`config.mk`:
```
export PLATFORM = sky130hd
export DESIGN_NAME = vector_l2_normalize_unit
export DESIGN_NICKNAME = d
export VERILOG_FILES = /design/src/design/vln_pkg.sv /design/src/design/vln_ctrl.sv /design/src/design/vln_datapath.sv /design/src/design/vector_l2_normalize_unit.sv
export VERILOG_INCLUDE_DIRS = /design/src /design/src/design
export SDC_FILE = /design/constraint.sdc
export NUM_CORES = 2
export LEC_CHECK = 0
export BUFFER_PORTS_ARGS = -buffer_cell sky130_fd_sc_hd__buf_4
export CORE_AREA = 8 8 367 369
export DETAILED_ROUTE_END_ITERATION = 8
export DIE_AREA = 0 0 375 377
export GPL_TIMING_DRIVEN = 1
export PLACE_DENSITY_LB_ADDON = 0.15
export SLEW_MARGIN = 20
export SYNTH_ARGS = -nofsm -noshare
export SYNTH_HDL_FRONTEND = slang
export SYNTH_SLANG_ARGS = --single-unit
```
`constraint.sdc`:
```
create_clock -name aclk -period 18.2 [get_ports aclk]
set_input_delay 5.46 -clock aclk [delete_from_list [all_inputs] [get_ports aclk]]
set_output_delay 5.46 -clock aclk [all_outputs]
set_load 0.01 [all_outputs]
```
`src/design/assert_macros.svh`:
```
// Assertion macros used by the top-level design file.
// No dependencies.
`ifndef ASSERT_MACROS_SVH
`define ASSERT_MACROS_SVH

// Antecedent in a cycle implies consequent in the same cycle.
`define ASSERT_IMPLY(label, clk, rst_n, ante, cons, msg) \
    label: assert property (@(posedge clk) disable iff (!rst_n) (ante) |-> (cons)) \
        else $error(msg);

// Condition never holds.
`define ASSERT_NEVER(label, clk, rst_n, cond, msg) \
    label: assert property (@(posedge clk) disable iff (!rst_n) !(cond)) \
        else $error(msg);

`endif

```
`src/design/vln_pkg.sv`:
```
// Shared types and constants for the vector L2 normalisation unit.
// No dependencies.
package vln_pkg;

    localparam int TDATA_BITS  = 16;  // element and component field width
    localparam int COMP_BITS   = 16;
    localparam int ROOT_BITS   = 15;  // magnitude bits resolved by the root unit
    localparam int SCALE_SHIFT = 28;  // Q1.14 squared
    localparam int BIT_CNT_W   = 4;

    typedef struct packed {
        logic store_we;   // write accepted element, square it for the sum
        logic rd_en;      // read stored element
        logic init;       // load root unit from read element
        logic step;       // one root unit iteration
        logic out_load;   // capture result into output register
        logic out_last;   // result is the last of the vector
        logic clear_sum;  // vector done
    } cmd_t;

endpackage

```
`src/design/vln_ctrl.sv`:
```
// Controller for the vector L2 normalisation unit: load, read, root iteration, output.
// Depends on vln_pkg.
module vln_ctrl #(
    parameter int MAX_LEN = 64,
    parameter int AW      = 6,
    parameter int CW      = 7
) (
    input  logic                 aclk,
    input  logic                 aresetn,
    input  logic                 s_tvalid,
    input  logic                 s_tlast,
    output logic                 s_tready,
    output logic                 m_tvalid,
    input  logic                 m_tready,
    output vln_pkg::cmd_t        cmd,
    output logic [AW-1:0]        store_addr,
    output logic [AW-1:0]        rd_addr
);

    typedef enum logic [2:0] {
        ST_LOAD,
        ST_SETTLE,
        ST_READ,
        ST_INIT,
        ST_ITER,
        ST_DONE
    } state_t;

    state_t                          state_reg, state_next;
    logic [CW-1:0]                   count_reg, count_next;
    logic [CW-1:0]                   idx_reg, idx_next;
    logic [vln_pkg::BIT_CNT_W-1:0]   bit_reg, bit_next;
    logic                            m_tvalid_reg, m_tvalid_next;
    logic                            accept;
    logic                            idx_last;

    assign s_tready   = (state_reg == ST_LOAD);
    assign accept     = s_tvalid && s_tready;
    assign idx_last   = (idx_reg == count_reg - CW'(1));
    assign m_tvalid   = m_tvalid_reg;
    assign store_addr = count_reg[AW-1:0];
    assign rd_addr    = idx_reg[AW-1:0];

    always_comb begin
        state_next    = state_reg;
        count_next    = count_reg;
        idx_next      = idx_reg;
        bit_next      = bit_reg;
        cmd           = '0;
        case (state_reg)
            ST_LOAD: begin
                if (accept) begin
                    if (count_reg < CW'(MAX_LEN)) begin
                        cmd.store_we = 1'b1;
                        count_next   = count_reg + CW'(1);
                    end
                    if (s_tlast) begin
                        state_next = ST_SETTLE;
                    end
                end
            end
            ST_SETTLE: begin
                state_next = ST_READ;
            end
            ST_READ: begin
                cmd.rd_en  = 1'b1;
                state_next = ST_INIT;
            end
            ST_INIT: begin
                cmd.init   = 1'b1;
                bit_next   = '0;
                state_next = ST_ITER;
            end
            ST_ITER: begin
                cmd.step = 1'b1;
                bit_next = bit_reg + vln_pkg::BIT_CNT_W'(1);
                if (bit_reg == vln_pkg::BIT_CNT_W'(vln_pkg::ROOT_BITS - 1)) begin
                    state_next = ST_DONE;
                end
            end
            ST_DONE: begin
                if (!m_tvalid_reg || m_tready) begin
                    cmd.out_load = 1'b1;
                    cmd.out_last = idx_last;
                    if (idx_last) begin
                        cmd.clear_sum = 1'b1;
                        count_next    = '0;
                        idx_next      = '0;
                        state_next    = ST_LOAD;
                    end else begin
                        idx_next   = idx_reg + CW'(1);
                        state_next = ST_READ;
                    end
                end
            end
            default: begin
                state_next = ST_LOAD;
            end
        endcase

        if (cmd.out_load) begin
            m_tvalid_next = 1'b1;
        end else if (m_tready) begin
            m_tvalid_next = 1'b0;
        end else begin
            m_tvalid_next = m_tvalid_reg;
        end
    end

    always_ff @(posedge aclk) begin
        if (!aresetn) begin
            state_reg    <= ST_LOAD;
            count_reg    <= '0;
            idx_reg      <= '0;
            bit_reg      <= '0;
            m_tvalid_reg <= 1'b0;
        end else begin
            state_reg    <= state_next;
            count_reg    <= count_next;
            idx_reg      <= idx_next;
            bit_reg      <= bit_next;
            m_tvalid_reg <= m_tvalid_next;
        end
    end

endmodule

```
`src/design/vln_datapath.sv`:
```
// Datapath for the vector L2 normalisation unit: element store, sum of squares,
// shift-and-subtract root unit and output register. Depends on vln_pkg.
module vln_datapath #(
    parameter int MAX_LEN   = 64,
    parameter int ELEM_BITS = 16,
    parameter int AW        = 6
) (
    input  logic                             aclk,
    input  logic                             aresetn,
    input  vln_pkg::cmd_t                    cmd,
    input  logic [vln_pkg::TDATA_BITS-1:0]   s_tdata,
    input  logic [AW-1:0]                    store_addr,
    input  logic [AW-1:0]                    rd_addr,
    output logic [vln_pkg::TDATA_BITS-1:0]   m_tdata,
    output logic                             m_tlast,
    output logic [0:0]                       m_tuser
);

    localparam int PW = 2 * ELEM_BITS;
    localparam int SW = 2 * ELEM_BITS + 7;
    localparam int W  = 2 * ELEM_BITS + 34;

    logic [ELEM_BITS+vln_pkg::TDATA_BITS-1:0] in_ext;
    logic signed [ELEM_BITS-1:0]              in_elem;
    logic signed [ELEM_BITS-1:0]              mem [MAX_LEN];
    logic signed [ELEM_BITS-1:0]              rd_data_reg;
    logic signed [PW-1:0]                     ld_sq;
    logic signed [PW-1:0]                     rd_sq;
    logic [PW-1:0]                            ld_sq_reg;
    logic                                     ld_v_reg;
    logic [SW-1:0]                            sum_reg;
    logic                                     sum_zero;
    logic [W-1:0]                             rem_reg;
    logic [W-1:0]                             part_reg;
    logic [W-1:0]                             step_reg;
    logic [vln_pkg::ROOT_BITS-1:0]            root_reg;
    logic                                     neg_reg;
    logic [W+1:0]                             diff;
    logic                                     take;
    logic [vln_pkg::COMP_BITS-1:0]            root_ext;
    logic [vln_pkg::COMP_BITS-1:0]            comp;
    logic [vln_pkg::COMP_BITS-1:0]            m_tdata_reg;
    logic                                     m_tlast_reg;
    logic                                     m_zero_reg;

    assign in_ext  = {ELEM_BITS'(0), s_tdata};
    assign in_elem = in_ext[ELEM_BITS-1:0];
    assign ld_sq   = in_elem * in_elem;
    assign rd_sq   = rd_data_reg * rd_data_reg;

    // element store
    always_ff @(posedge aclk) begin
        if (cmd.store_we) begin
            mem[store_addr] <= in_elem;
        end
        if (cmd.rd_en) begin
            rd_data_reg <= mem[rd_addr];
        end
    end

    // sum of squares, square registered before accumulation
    always_ff @(posedge aclk) begin
        if (cmd.store_we) begin
            ld_sq_reg <= $unsigned(ld_sq);
        end
    end

    always_ff @(posedge aclk) begin
        if (!aresetn) begin
            ld_v_reg <= 1'b0;
            sum_reg  <= '0;
        end else begin
            ld_v_reg <= cmd.store_we;
            if (cmd.clear_sum) begin
                sum_reg <= '0;
            end else if (ld_v_reg) begin
                sum_reg <= sum_reg + SW'(ld_sq_reg);
            end
        end
    end

    assign sum_zero = (sum_reg == '0);

    // root unit: largest m with m*m*S <= e*e*2^28, one bit per step.
    // rem = e^2*2^28 - m^2*S, part = m*S << (b+1), step = S << 2b
    assign diff = {2'b00, rem_reg} - {2'b00, part_reg} - {2'b00, step_reg};
    assign take = !diff[W+1];

    always_ff @(posedge aclk) begin
        if (cmd.init) begin
            rem_reg  <= W'({$unsigned(rd_sq), {vln_pkg::SCALE_SHIFT{1'b0}}});
            part_reg <= '0;
            step_reg <= W'({sum_reg, {vln_pkg::SCALE_SHIFT{1'b0}}});
            neg_reg  <= rd_data_reg[ELEM_BITS-1];
            root_reg <= '0;
        end else if (cmd.step) begin
            if (take) begin
                rem_reg  <= diff[W-1:0];
                part_reg <= (part_reg >> 1) + step_reg;
            end else begin
                part_reg <= part_reg >> 1;
            end
            step_reg <= step_reg >> 2;
            root_reg <= {root_reg[vln_pkg::ROOT_BITS-2:0], take};
        end
    end

    assign root_ext = {1'b0, root_reg};
    assign comp     = neg_reg ? (vln_pkg::COMP_BITS'(0) - root_ext) : root_ext;

    // output register
    always_ff @(posedge aclk) begin
        if (cmd.out_load) begin
            m_tdata_reg <= sum_zero ? '0 : comp;
            m_tlast_reg <= cmd.out_last;
            m_zero_reg  <= sum_zero;
        end
    end

    assign m_tdata    = m_tdata_reg;
    assign m_tlast    = m_tlast_reg;
    assign m_tuser[0] = m_zero_reg;

endmodule

```
`src/design/vector_l2_normalize_unit.sv`:
```
// Top level of the vector L2 normalisation unit: controller plus datapath.
// Depends on vln_pkg, vln_ctrl, vln_datapath and assert_macros.svh.
//
// Elements stream in one per cycle, a transfer with tlast ending the vector (up to
// MAX_LEN are kept, later ones dropped). The sum of squares settles in a settle state,
// then each stored element is emitted in load order as a Q1.14 component truncated
// toward zero, with tlast on the last one and tuser set for an all-zero vector.
// Each result takes a store read, an init state that squares the element and loads
// the root unit, 15 steps of the shared shift-and-subtract root unit and a load into
// the output register. No input is taken while a vector is being emitted; the next
// vector starts loading while the final result still waits in the output register.
`include "assert_macros.svh"

module vector_l2_normalize_unit #(
    parameter int MAX_LEN   = 64,
    parameter int ELEM_BITS = 16
) (
    input  logic        aclk,
    input  logic        aresetn,
    input  logic        s_tvalid,
    output logic        s_tready,
    input  logic [15:0] s_tdata,   // [15:0] element
    input  logic        s_tlast,
    output logic        m_tvalid,
    input  logic        m_tready,
    output logic [15:0] m_tdata,   // [15:0] component
    output logic        m_tlast,
    output logic [0:0]  m_tuser    // [0] zero_norm
);

    localparam int AW = (MAX_LEN > 1) ? $clog2(MAX_LEN) : 1;
    localparam int CW = $clog2(MAX_LEN + 1);

    vln_pkg::cmd_t   cmd;
    logic [AW-1:0]   store_addr;
    logic [AW-1:0]   rd_addr;

    vln_ctrl #(
        .MAX_LEN (MAX_LEN),
        .AW      (AW),
        .CW      (CW)
    ) u_ctrl (
        .aclk       (aclk),
        .aresetn    (aresetn),
        .s_tvalid   (s_tvalid),
        .s_tlast    (s_tlast),
        .s_tready   (s_tready),
        .m_tvalid   (m_tvalid),
        .m_tready   (m_tready),
        .cmd        (cmd),
        .store_addr (store_addr),
        .rd_addr    (rd_addr)
    );

    vln_datapath #(
        .MAX_LEN   (MAX_LEN),
        .ELEM_BITS (ELEM_BITS),
        .AW        (AW)
    ) u_datapath (
        .aclk       (aclk),
        .aresetn    (aresetn),
        .cmd        (cmd),
        .s_tdata    (s_tdata),
        .store_addr (store_addr),
        .rd_addr    (rd_addr),
        .m_tdata    (m_tdata),
        .m_tlast    (m_tlast),
        .m_tuser    (m_tuser)
    );

    `ASSERT_NEVER(a_no_load_while_iter, aclk, aresetn, s_tready && cmd.step, "input taken during root iteration")
    `ASSERT_NEVER(a_no_store_during_emit, aclk, aresetn, cmd.store_we && cmd.out_load, "store write while emitting")
    `ASSERT_IMPLY(a_zero_norm_value, aclk, aresetn, m_tvalid && m_tuser[0], m_tdata == 16'd0, "zero norm result not zero")
    `ASSERT_IMPLY(a_comp_range, aclk, aresetn, m_tvalid, ($signed(m_tdata) <= 16'sd16384) && ($signed(m_tdata) >= -16'sd16384), "component out of Q1.14 range")

endmodule

```
After elaboration in Yosys (flattened, before gate mapping)
Memory sizes are Yosys's and may differ from the RTL's. A register that Yosys moved wholly into a read port is not among the register bits.
Cells that the tools add are included.
- bits in registers: 326
- output and inout port bits: 20
- memory bits (writable): 1024
- memories kept: 1
- word-level logic and storage cells: 99
- bitwise logic cells: 3
- eq/ne operators: 14
- $lt $le $gt $ge: 1
- $add $sub $neg: 9
- mux-type cells: 33
- multipliers: 2
- reduce and logical (&&, ||, !) cells: 17
- memory list (memory ; depth ; width ; read ports ; clocked after memory_dff ; write ports ; line ; RTL):
    u_datapath.mem ; 64 ; 16 ; 1 ; 1 ; 1 ; vln_datapath.sv:25 ; logic signed [ELEM_BITS-1:0] mem [MAX_LEN];
- operators by type and width (kind ; number):
    two-way mux 66 bit ; 3
    two-way mux 60 bit ; 3
    subtractor 68 x 66 -> 68 bit ; 1
    subtractor 66 x 66 -> 67 bit ; 1
    adder 65 x 66 -> 66 bit ; 1
    multiplier 16 x 16 -> 32 bit ; 2
    adder 39 x 32 -> 39 bit ; 1
    zero test 39 bit ; 1
    two-way mux 7 bit ; 5
    two-way mux 3 bit ; 6
    one-hot mux 3 bit (6 select lines) ; 1
    subtractor 1 x 15 -> 16 bit (first input constant) ; 1
    two-way mux 15 bit ; 1
    adder 7 x 1 -> 7 bit (second input constant) ; 2
    one-hot mux 7 bit (2 select lines) ; 1
    two-way mux 1 bit ; 11
    != test 2 bit (second input constant) ; 4
    one-hot mux 4 bit (2 select lines) ; 1
    nonzero test 2 bit ; 4
    equality test 7 bit ; 1
    < comparator 7 bit (second input constant) ; 1
    subtractor 7 x 1 -> 7 bit (second input constant) ; 1
    equality test 3 x 2 -> 1 bit (second input constant) ; 2
    equality test 3 bit (second input constant) ; 2
    14 further kinds ; 22

Logic depth before layout (Yosys ltp)
- word-level depth: 6
- depth in mapped cells: 29
- mapped depth without buffers: 26

Hierarchy
From an unflattened synthesis, not the netlist that was laid out.
- cells, all modules: 6689
- area total of the unflattened synthesis: 83281.1 sq um
- modules (own cells, without submodules) (module ; area an instance (sq um) ; seq. area each (sq um) ; instances ; cells an instance):
    vln_datapath ; 81738.4 ; 38496.9 ; 1 ; 6490
    vln_ctrl ; 1542.7 ; 440.4 ; 1 ; 199

Least setup slack after synthesis
No wires, ideal clock.
- path kind: input to register
- start point: in s_tdata[2]
- end point: reg u_datapath.ld_sq_reg[30], data pin
- setup time: 0.259 ns
- data arrival time: 11.366 ns
- path slack: 6.575 ns
- stages on the path: 23
- path through: clkbuf_1 nand2_1 fa_1 fa_1 inv_1 fa_1 inv_1 fa_1 inv_1 fa_1 fa_1 ha_1 a21o_1 a21o_1 a21oi_1 o21a_1 a31oi_1 a211o_1 a41o_1 o41ai_1 o22ai_1 o211ai_1 xnor2_1
- longest elaborated chain between the ends: 1
- ends and longest elaborated chain (item ; line ; RTL):
    start: declaration ; vector_l2_normalize_unit.sv:22 ; input logic [15:0] s_tdata,
    multiplier 16 x 16 -> 32 bit ; vln_datapath.sv:48 ; assign ld_sq = in_elem * in_elem;
    named net u_datapath.ld_sq[30] ; vln_datapath.sv:27 ; logic signed [PW-1:0] ld_sq;
    end signal: assignment ; vln_datapath.sv:64 ; ld_sq_reg <= $unsigned(ld_sq);
    end: declaration ; vln_datapath.sv:29 ; logic [PW-1:0] ld_sq_reg;
The timed path passes the listed nets, and every way through them passes these cells.
A chain may end at the register's enable or synchronous reset.

Worst setup path in the final report
- start point: in s_tdata[9]
- end point: reg u_datapath.ld_sq_reg[30], data pin
Same word-level chain as after synthesis.

==> qor.yml <==
floorplanning:
  initial_core_util_pct: 64.56
  die_h_um: 377
  die_x_um: 375
  dieArea_um2: 141400
  rows: 132
  io_pins: 41
  core_um2: 128700
sta:
  period_minus_slack_ns: 11.98
  rsz0062_at_grt: "no"
  setup_viol: 0
  relSlewSlack_pct: 20.98
  setup_tns_ns: 0
  slew_viol_final: 0
  post-route-period-util_pct: 65.82
  clock.fmax_mhz: 83.48
  worst_pin_slew_ns: 1.181
  hold_violations: 0
  finClkSkew_ns: 0.08264
placed_design:
  port-buffer-count: 40
  place_inst: 8199
  place_hpwl_um: 145400
  routabilityCongestion: 0.9318
final_layout:
  syn_to_final_growth_pct: 8.233
  nNetsFinal: 7575
  layout_commonest_cell: "edfxtp_1"
  top_register: "u_datapath.mem"
  fin_cells: 8458
  layout_common_cells: "edfxtp_1 (1160), inv_1 (871), nand2_1 (478), fa_1 (478), ha_1 (409)"
  largest_reg_flops: 1024
  drive_above_1_share_pct: 11.46
setup_path:
  arrival_ns: 12.49
  worstPathMaxFanout: 49
  start_kind: "primary input"
  worstSetupPathType: "primary input to flip-flop"
  crit_required_ns: 18.71
  crit_path_end_kind: "flip-flop"
grt:
  groute.layer.met2.usage_pct: 52.55
  grt_busiest_layer: "met2"
  grt_overflow_total: 0
  antenna_found_initial: 8
  use_met1_pct: 38.87
  grt_pass1_wl_um: 332100
  grt_pass1_vias: 55060
  grt_start_max_net_pins: 86
  grt_use_total_pct: 30.92
  use_met3_pct: 5.828
synthesis:
  synth_async_sr_flop_share_pct: 0
  synth_edf_count: 1160
  synth_seq_cells: 1365
  syn-cell-area_um2: 83070
  synth_cell_types: 98
  seq_area_frac_synth_pct: 46.87
  synth_warnings: 0
  syn_avg_cell_area_um2: 12.49
  synthFlopType: "edfxtp_1"
  synthCells: 6649
  synthesis.nets: 7557
run_status:
  status: "completed"
route:
  wl_per_cell_um: 25.96
  postRouteAntennaNets: 0
  num_vias: 53910
  vias_per_cell: 6.374
  first_pass_iters: 6
  routed_wirelength_um: 219600
  drc: 0
  drtIter0Drc: 5470
cts:
  post_cts_resized: 0
  h-tree-depth: 4
  numCtsBuffers: 141
  cts-hold-fix-buffers: 0
  cts_tree: "yes"
  clock_sinks: 1365
  cts-root-buf: "clkbuf_16"
  cts_max_path_buffers: 3
  clk-insertion-delay-late_ns: 0.82
  clk_pin_slew_ns: 0.06
  cts_setup_buffers: 0
job:
  maxCapViolations: 0
worst_hold_path:
  min_path_type: "flip-flop to flip-flop"
[layout make-up]
cell class	count	area [um2]
diodes	3	7.507
flip-flops and latches	1365	38950
repair buffers	154	1160
inverters	874	3282
clock inverters	74	917.1
multi-input cells	4131	39760
well taps	1675	2096
clock buffers	182	3734
fillers	8656	38750
[logic make-up (layout without fill, tap and decap cells)]
group           Yosys count  after routing  share of synthesized area [%]
xor+xnor                325            325                          3.427
buf+inv                1153           1284                          5.338
other cells               0              3                              0
fa+ha+maj               887            887                          17.68
flops                  1365           1365                          46.87
mux                     431            431                          10.26
compound gates         1143           1143                          8.894
simple gates           1345           1345                          7.527
[per-stage QoR]
step	area [um2]	utilization [%]	setup WS, ns	hold slack (ns)
2_1_floorplan	83070	-	6.575	0.4327
3_3_place_gp	85230	66.24	5.654	0.4497
3_5_place_dp	85230	66.24	5.511	0.4542
4_1_cts	89880	69.86	6.339	0.4623
5_1_grt	89900	69.87	5.845	0.4795
6_report	89910	69.88	6.221	0.4569
[path summary, 6_finish.rpt]
path / slack, ns / start / cells after the start / to
worst min-delay path: 0.46 / u_datapath.part_reg[0]$_SDFFE_PP0P_ / 2 / u_datapath.part_reg[0]$_SDFFE_PP0P_
worst min register to register: 0.46 / u_datapath.part_reg[0]$_SDFFE_PP0P_ / 2 / u_datapath.part_reg[0]$_SDFFE_PP0P_
worst max-delay path: 6.22 / s_tdata[9] / 24 / u_datapath.ld_sq_reg[30]$_DFFE_PP_
worst max register to register: 9.08 / u_datapath.part_reg[15]$_SDFFE_PP0P_ / 26 / u_datapath.rem_reg[58]$_DFFE_PP_
[cell usage after synthesis, types with 15 or more instances]
library cell,count,area (um2)
nor2b_1,34,212.7
nand4_1,57,356.6
xor2_1,102,893.4
dfxtp_1,205,4104
a21oi_1,337,1687
a211oi_1,32,240.2
and3_1,37,231.5
inv_1,871,3269
clkbuf_1,220,825.8
o211ai_1,28,210.2
a21o_1,154,1156
o21ai_1,16,80.08
buf_1,38,142.6
edfxtp_1,1160,34830
o31ai_1,19,142.6
o21ai_0,201,1006
and2_1,112,700.7
ha_1,409,5117
o22ai_1,85,531.8
nor4_1,15,93.84
nor3_1,54,270.3
a31oi_1,34,212.7
nor2_1,345,1295
fa_1,478,9569
or3_1,20,125.1
nand2_1,480,1802
mux2i_1,92,920.9
o21a_1,45,337.8
xnor2_1,223,1953
o21bai_1,48,360.4
or2_2,18,112.6
mux4_2,336,7567
nand2b_1,43,269.0
nand3_1,88,440.4
[critical path, stage by stage]
cell,delay [ns]
buf_4,0.32
buf_4,0.53
nand2_1,0.22
fa_1,0.54
fa_1,0.55
inv_1,0.05
fa_1,0.51
inv_1,0.06
fa_1,0.53
inv_1,0.05
fa_1,0.49
fa_1,0.42
ha_1,0.36
a21o_1,0.18
a21o_1,0.18
a21oi_1,0.27
o21a_1,0.17
a31oi_1,0.09
a211o_1,0.34
a41o_1,0.29
o41ai_1,0.35
o22ai_1,0.19
o211ai_1,0.22
xnor2_1,0.08
[metal layers]
metal  vias up  share of wire, %  routed length (um)
met5         -             0.038                  84
met4        10               5.1               11220
met3       592               8.3               18280
met2      2611                49              108600
met1     26920                37               81450
li1      23780                 -                   -
Power is not shown: default switching activity piles up to over one toggle a cycle in this logic, so the estimate is an artifact.
